--- src/rtl/tpot_pkg.sv ---
// shared types and widths for the thermopile object temperature pipeline
package tpot_pkg;

	// divisor magnitude and partial remainder width
	localparam int UD_W = 43;
	// quotient bits produced by the divider, one per stage
	localparam int Q_W = 43;
	// die temperature to the fourth power, kelvin^4
	localparam int T4_W = 38;
	// square root stages and operand width
	localparam int SQ_STEPS = 32;
	localparam int SQ_W = 64;

	// side information that rides along with the divider
	typedef struct packed {
		logic [T4_W-1:0] t4;
		logic            neg;
		logic            dz;
		logic            cap;
	} div_side_t;

endpackage

--- src/rtl/tpot_isqrt.sv ---
// pipelined integer square root, one result bit per stage, floor result
module tpot_isqrt (
	input  logic                              clk,
	input  logic [tpot_pkg::SQ_STEPS-1:0]     ld,
	input  logic [tpot_pkg::SQ_W-1:0]         x_in,
	input  logic                              bad_in,
	output logic [tpot_pkg::SQ_STEPS-1:0]     root,
	output logic                              bad_out
);
	import tpot_pkg::*;

	logic [SQ_W-1:0] rem_s  [SQ_STEPS];
	logic [SQ_W-1:0] root_s [SQ_STEPS];
	logic            bad_s  [SQ_STEPS];

	generate
		for (genvar i = 0; i < SQ_STEPS; i++) begin : g_step
			localparam logic [SQ_W-1:0] BIT = SQ_W'(1) << (SQ_W - 2 - 2 * i);
			logic [SQ_W-1:0] xp;
			logic [SQ_W-1:0] rp;
			logic            bp;
			logic [SQ_W-1:0] trial;

			if (i == 0) begin : g_first
				assign xp = x_in;
				assign rp = '0;
				assign bp = bad_in;
			end else begin : g_next
				assign xp = rem_s[i-1];
				assign rp = root_s[i-1];
				assign bp = bad_s[i-1];
			end

			assign trial = rp + BIT;

			// accept the bit when the remainder covers the trial value
			always_ff @(posedge clk) begin
				if (ld[i]) begin
					if (xp >= trial) begin
						rem_s[i]  <= xp - trial;
						root_s[i] <= (rp >> 1) + BIT;
					end else begin
						rem_s[i]  <= xp;
						root_s[i] <= rp >> 1;
					end
					bad_s[i] <= bp;
				end
			end
		end
	endgenerate

	assign root    = root_s[SQ_STEPS-1][SQ_STEPS-1:0];
	assign bad_out = bad_s[SQ_STEPS-1];

endmodule

--- config.mk ---
export PLATFORM = sky130hd
export DESIGN_NAME = tpot_isqrt
export DESIGN_NICKNAME = d
export VERILOG_FILES = /design/src/rtl/tpot_pkg.sv /design/src/rtl/tpot_isqrt.sv
export SDC_FILE = /design/constraint.sdc
export NUM_CORES = 2
export LEC_CHECK = 0
export ABC_CLOCK_PERIOD_IN_PS = 4000
export BUFFER_PORTS_ARGS = -buffer_cell sky130_fd_sc_hd__buf_4
export CAP_MARGIN = 5
export CELL_PAD_IN_SITES_DETAIL_PLACEMENT = 0
export CELL_PAD_IN_SITES_GLOBAL_PLACEMENT = 1
export CORE_ASPECT_RATIO = 0.8
export CORE_MARGIN = 5
export CORE_UTILIZATION = 48
export DETAILED_ROUTE_END_ITERATION = 6
export PLACE_DENSITY = 0.76
export SLEW_MARGIN = 15
export SYNTH_ARGS = -nofsm -noshare
export SYNTH_HDL_FRONTEND = slang
export SYNTH_MEMORY_MAX_BITS = 65536
export SYNTH_SLANG_ARGS = --single-unit
export TNS_END_PERCENT = 20
--- constraint.sdc ---
create_clock -name clk -period 4 [get_ports clk]
set_input_delay 0 -clock clk [delete_from_list [all_inputs] [get_ports clk]]
set_output_delay 0 -clock clk [all_outputs]
set_load 0.01 [all_outputs]
# After elaboration in Yosys (flattened, before gate mapping)
# Memory sizes are Yosys's and may differ from the RTL's.
# Index checks and enable logic that the tools add are counted.
[op_classes]
bitwise = 64
magnitude_cmp = 32
muxes = 320
addsub = 94
[ops]
columns = ["cell", "count"]
rows = [
  ["2-to-1 mux 64 bit", 64],
  ["greater-or-equal comparator 64 bit", 31],
  ["subtractor 64 bit", 31],
  ["2-to-1 mux 1 bit", 256],
  ["adder 63 x 1 -> 64 bit, second input constant", 1],
  ["adder 63 x 11 -> 64 bit, second input constant", 1],
  ["adder 63 x 13 -> 64 bit, second input constant", 1],
  ["adder 63 x 15 -> 64 bit, second input constant", 1],
  ["adder 63 x 17 -> 64 bit, second input constant", 1],
  ["adder 63 x 19 -> 64 bit, second input constant", 1],
  ["adder 63 x 21 -> 64 bit, second input constant", 1],
  ["adder 63 x 23 -> 64 bit, second input constant", 1],
  ["adder 63 x 25 -> 64 bit, second input constant", 1],
  ["adder 63 x 27 -> 64 bit, second input constant", 1],
  ["adder 63 x 29 -> 64 bit, second input constant", 1],
  ["adder 63 x 3 -> 64 bit, second input constant", 1],
  ["adder 63 x 31 -> 64 bit, second input constant", 1],
  ["adder 63 x 33 -> 64 bit, second input constant", 1],
  ["adder 63 x 35 -> 64 bit, second input constant", 1],
  ["adder 63 x 37 -> 64 bit, second input constant", 1],
  ["adder 63 x 39 -> 64 bit, second input constant", 1],
  ["adder 63 x 41 -> 64 bit, second input constant", 1],
  ["adder 63 x 43 -> 64 bit, second input constant", 1],
  ["adder 63 x 45 -> 64 bit, second input constant", 1],
  ["other kinds (45)", 108],
]
[word_totals]
memories = 3
input_bits = 98
output_inout_bits = 33
elab_cells = 513
reg_bits = 0
mem_bits_rw = 4128
[mem_list]
columns = ["name", "depth", "width", "rd", "rd_ports_with_merged_regs", "write_ports", "line", "rtl"]
rows = [
  ["rem_s", 32, 64, 31, 0, 32, "tpot_isqrt.sv:12", "logic [SQ_W-1:0] rem_s [SQ_STEPS];"],
  ["root_s", 32, 64, 32, 0, 32, "tpot_isqrt.sv:13", "logic [SQ_W-1:0] root_s [SQ_STEPS];"],
  ["bad_s", 32, 1, 32, 0, 32, "tpot_isqrt.sv:14", "logic bad_s [SQ_STEPS];"],
]

# Logic depth before layout (Yosys ltp)
# An unclocked memory read counts as a cell.
[depth]
word_depth = 7
mapped_depth = 14
depth_no_buf = 12

# Least setup slack after synthesis
# Ideal clock, no wire load.
[synth_path]
path_type = "reg-to-reg"
from = "mem rem_s[21][50], in the netlist rem_s[1][370]"
to = "mem rem_s[22][48], in the netlist rem_s[1][432], data pin"
slack_ns = 0.231
arrival_ns = 3.506
t_required_ns = 3.738
stages_incl_launch_ff = 13
path_cell_list = "edfxtp_1 > or4_4 > or3_4 > or3_4 > or3_1 > or3_4 > or4_4 > nand3b_4 > a41oi_2 > buf_6 > buf_6 > nor3_2 > xor2_1"
[synth_rtl]
columns = ["item", "line"]
rows = [
  ["start: declaration", "tpot_isqrt.sv:12"],
]

==> load_flow_metrics.sql <==
INSERT INTO impl_metrics (metric_group, metric, value, unit) VALUES
('worst_setup_path', 'worstPathCellList', 'or4_4, or3_4, or3_4, or3_4, or3_4, or4_4, nand3b_4, a41oi_2, buf_4, nor4_1, xor2_1', ''),
('grt', 'total_routing_usage_gr', '0.240', ''),
('grt', 'initial_antenna_violation_count', '20', ''),
('timing', 'max_slew_margin', '0.206', ''),
('run', 'maximum_capacitance_violations', '0', ''),
('worst_setup_path', 'cpMostUsedCell', 'or3_4', ''),
('detailed_routing', 'detail_route.vias_per_cell', '5.80', ''),
('power_and_ir_drop', 'p_switching', '23800', 'µW'),
('worst_setup_path', 'cpPeakStageDelay', '0.56', 'ns'),
('timing', 'final-max-slew-violation-count', '0', ''),
('worst_setup_path', 'critical_path_class', 'register to register', ''),
('floorplan', 'die_w', '574', 'µm'),
('timing', 'post-route-period-util', '0.993', ''),
('yosys', 'synthDominantCellAreaShare', '0.626', ''),
('grt', 'grt_remaining_overflow', '0', ''),
('power_and_ir_drop', 'internal_power', '55500', 'µW'),
('yosys', 'yosys_warnings', '0', ''),
('final_layout', 'final_util', '0.555', ''),
('final_layout', 'finalNetCount', '11204', ''),
('clock_network', 'cts_made_buffers', '267', ''),
('place', 'gp_routability_congestion', '0.950', ''),
('yosys', 'synth_seq_cells', '2544', ''),
('outcome', 'outcome', 'complete, no violations', ''),
('yosys', 'synthDistinctLibCells', '89', ''),
('worst_setup_path', 'critical_path.startpoint', 'rem_s[1][371]', ''),
('timing', 'final_hold_viol_count', '0', ''),
('yosys', 'mappedNetlistNets', '10451', ''),
('worst_setup_path', 'kind_of_end_point_of_the_critical_path', 'register', ''),
('timing', 'rsz0062_at_grt', 'yes', ''),
('timing', 'setup_viol', '0', ''),
('place', 'port_buffers', '130', ''),
('timing', 'clock-skew-final', '0.0669', 'ns'),
('power_and_ir_drop', 'comb_power_share', '0.224', ''),
('clock_network', 'cts_sinks', '2544', ''),
('yosys', 'synth_top_flop_cell', 'edfxtp_1', ''),
('timing', 'timing_worst_slew_pin_value', '1.19', 'ns'),
('place', 'cell_area_placed', '130000', 'µm²'),
('timing', 'final.min_clock_period', '3.97', 'ns'),
('power_and_ir_drop', 'p_seq_frac', '0.463', ''),
('timing', 'fmax', '252', 'MHz'),
('floorplan', 'floorplan.die.height', '461', 'µm'),
('yosys', 'synthesis.instances', '9795', ''),
('floorplan', 'start_util', '0.483', ''),
('power_and_ir_drop', 'p_leak', '0.0527', 'µW'),
('yosys', 'synth_area_leader_cell', 'edfxtp_1', ''),
('yosys', 'synth-edff-count', '2544', ''),
('worst_setup_path', 'critPathLaunchType', 'register', ''),
('timing', 'post-route-worst-setup-slack', '0.0286', 'ns'),
('place', 'dp_hpwl', '248', 'mm'),
('final_layout', 'syn2layout_area_growth', '15.0', '%'),
('power_and_ir_drop', 'pwr-share-clk', '0.313', ''),
('yosys', 'synth_area', '122000', 'µm²'),
('yosys', 'async_flop_share', '0', ''),
('detailed_routing', 'detailed_route_wl', '326', 'mm'),
('detailed_routing', 'via_count', '81793', ''),
('floorplan', 'coreArea', '253000', 'µm²'),
('clock_network', 'max_root_sink_buffers', '4', ''),
('detailed_routing', 'drc', '0', ''),
('grt', 'grt_first_pass_wirelength', '488', 'mm'),
('power_and_ir_drop', 'pwrdens', '565', 'nW/µm²'),
('place', 'dpl_worst_slack', '-0.459', 'ns'),
('clock_network', 'cts.root.buffer_cell', 'clkbuf_16', ''),
('power_and_ir_drop', 'max-vdd-ir-drop', '0.426', 'mV'),
('final_layout', 'nFillCells', '20639', ''),
('power_and_ir_drop', 'switching_share', '0.300', ''),
('hold_path', 'class_of_the_tightest_hold_or_removal_check', 'input pin to register', ''),
('yosys', 'synth.top_cells.by_area', 'edfxtp_1, ha_1, xnor2_1', ''),
('worst_setup_path', 'path_max_fanout', '12', ''),
('final_layout', 'finish.instance_area', '140000', 'µm²'),
('floorplan', 'die_area', '265000', 'µm²'),
('worst_setup_path', 'worst_r2r_startpoint', 'rem_s[1][371]', '');
path summary, 6_finish.rpt:
path                            cells past startpoint        endpoint
worst min-delay path                                2  root_s[1][103]
worst max-delay path                               11   rem_s[1][442]
worst max register to register                     11   rem_s[1][442]
worst min register to register                      0    bad_s[0][13]
kinds of logic (layout without fill, tap and decap cells):
kind of cell	Yosys count	count (layout)	synth area share
AO/OA/AOI/OAI	1821	1821	0.0918
XOR/XNOR	895	895	0.0642
adder cells (fa/ha/maj)	558	558	0.0572
buffers and inverters	905	1855	0.0280
flip-flops	2544	2544	0.626
multiplexers	64	64	0.00578
other	0	8	0
AND/OR/NAND/NOR	3008	3008	0.127
worst max-delay path: cells and delay by family (launching register included):
kind,cells,cell delay [ns]
AND/OR/NAND/NOR,8,2.66
flip-flops,1,0.42
buffers and inverters,1,0.24
AO/OA/AOI/OAI,1,0.21
XOR/XNOR,1,0.15
routing by layer:
metal,vias to the layer above,GRT usage,part of all wire
li1,38124,-,-
met1,40171,0.383,0.48
met2,3093,0.340,0.41
met3,403,0.0449,0.084
met4,2,0.0529,0.021
met5,-,0,0.000028
layout by cell type, fill, tap and decap left out, types with 29 or more instances in the layout:
cell	instances
a211oi_1	39
nand4b_1	35
bufinv_16	29
nor2_1	558
nand4_1	171
nand3_1	170
or3_1	70
inv_1	687
dlygate4sd3_1	165
nor2b_1	95
or2_2	36
o31ai_1	33
nand2b_1	138
o21ai_0	574
o21bai_1	67
or4_1	65
and2_1	37
o211ai_1	33
nor4_1	363
edfxtp_1	2544
nand2_1	765
a31oi_1	48
buf_4	526
mux2_2	51
clkinv_1	53
ha_1	556
clkinv_2	34
a21oi_1	498
xnor2_1	477
o21a_1	78
and3_1	50
nor3_1	264
a21o_1	231
nor4b_1	45
xor2_1	417
clkbuf_16	276
clkbuf_1	48
cells in the mapped netlist (all sizes together), types with 67 or more instances:
master and n:
ha 558, nor2 559, o21ai 580, a21oi 502
nor4 377, xor2 418, o21a 79, or4 67
nand4 171, xnor2 477, clkbuf 199, inv 687
nand2 766, o21bai 68, a21o 231, nand2b 138
nand3 174, edfxtp 2544, or3 75, nor2b 95
nor3 271
cell type report:
type	count	area (µm²)	share of cell area
timing repair buffer	702	5820	0.0415
inverter	687	2580	0.0184
antenna	8	20.0	0.000143
sequential	2544	76400	0.544
tap	3340	4180	0.0298
multi-input combinational	6346	42800	0.305
clock inverter	142	1530	0.0109
clock buffer	324	7090	0.0505
flip-flops by register name, indices dropped and copies added (netlist names):
name,cells
root_s,528
rem_s,1984
bad_s,32
metrics by stage:
step / TNS [ns] / std cells / hold WS (ns)
floorplan: 0 / 9795 / 0.0989
global placement: -3.01 / 13451 / 0.189
detailed placement: -3.02 / 13451 / 0.190
CTS: 0 / 14082 / 0.0111
global route: -0.621 / 14088 / 0.0652
finish: 0 / 14093 / 0.0868
power by group through the flow:
stage	Combinational, µW	Sequential (µW)	Clock, µW
2_1_floorplan	11700	35700	0
3_3_place_gp	16900	37200	0
3_5_place_dp	17000	37100	0
4_1_cts	17300	36700	25300
5_1_grt	19400	37000	26500
6_report	17800	36700	24900
repair_timing:
item                                    in CTS  in global routing
hold buffers                               165                  0
resized for setup                           13                 62
buffers inserted                             0                  3
hold endpoints to repair                  1523                  0
pin swaps                                    1                  9
endpoints found under the setup margin      24                134
Power figures use the tool's default switching activity.
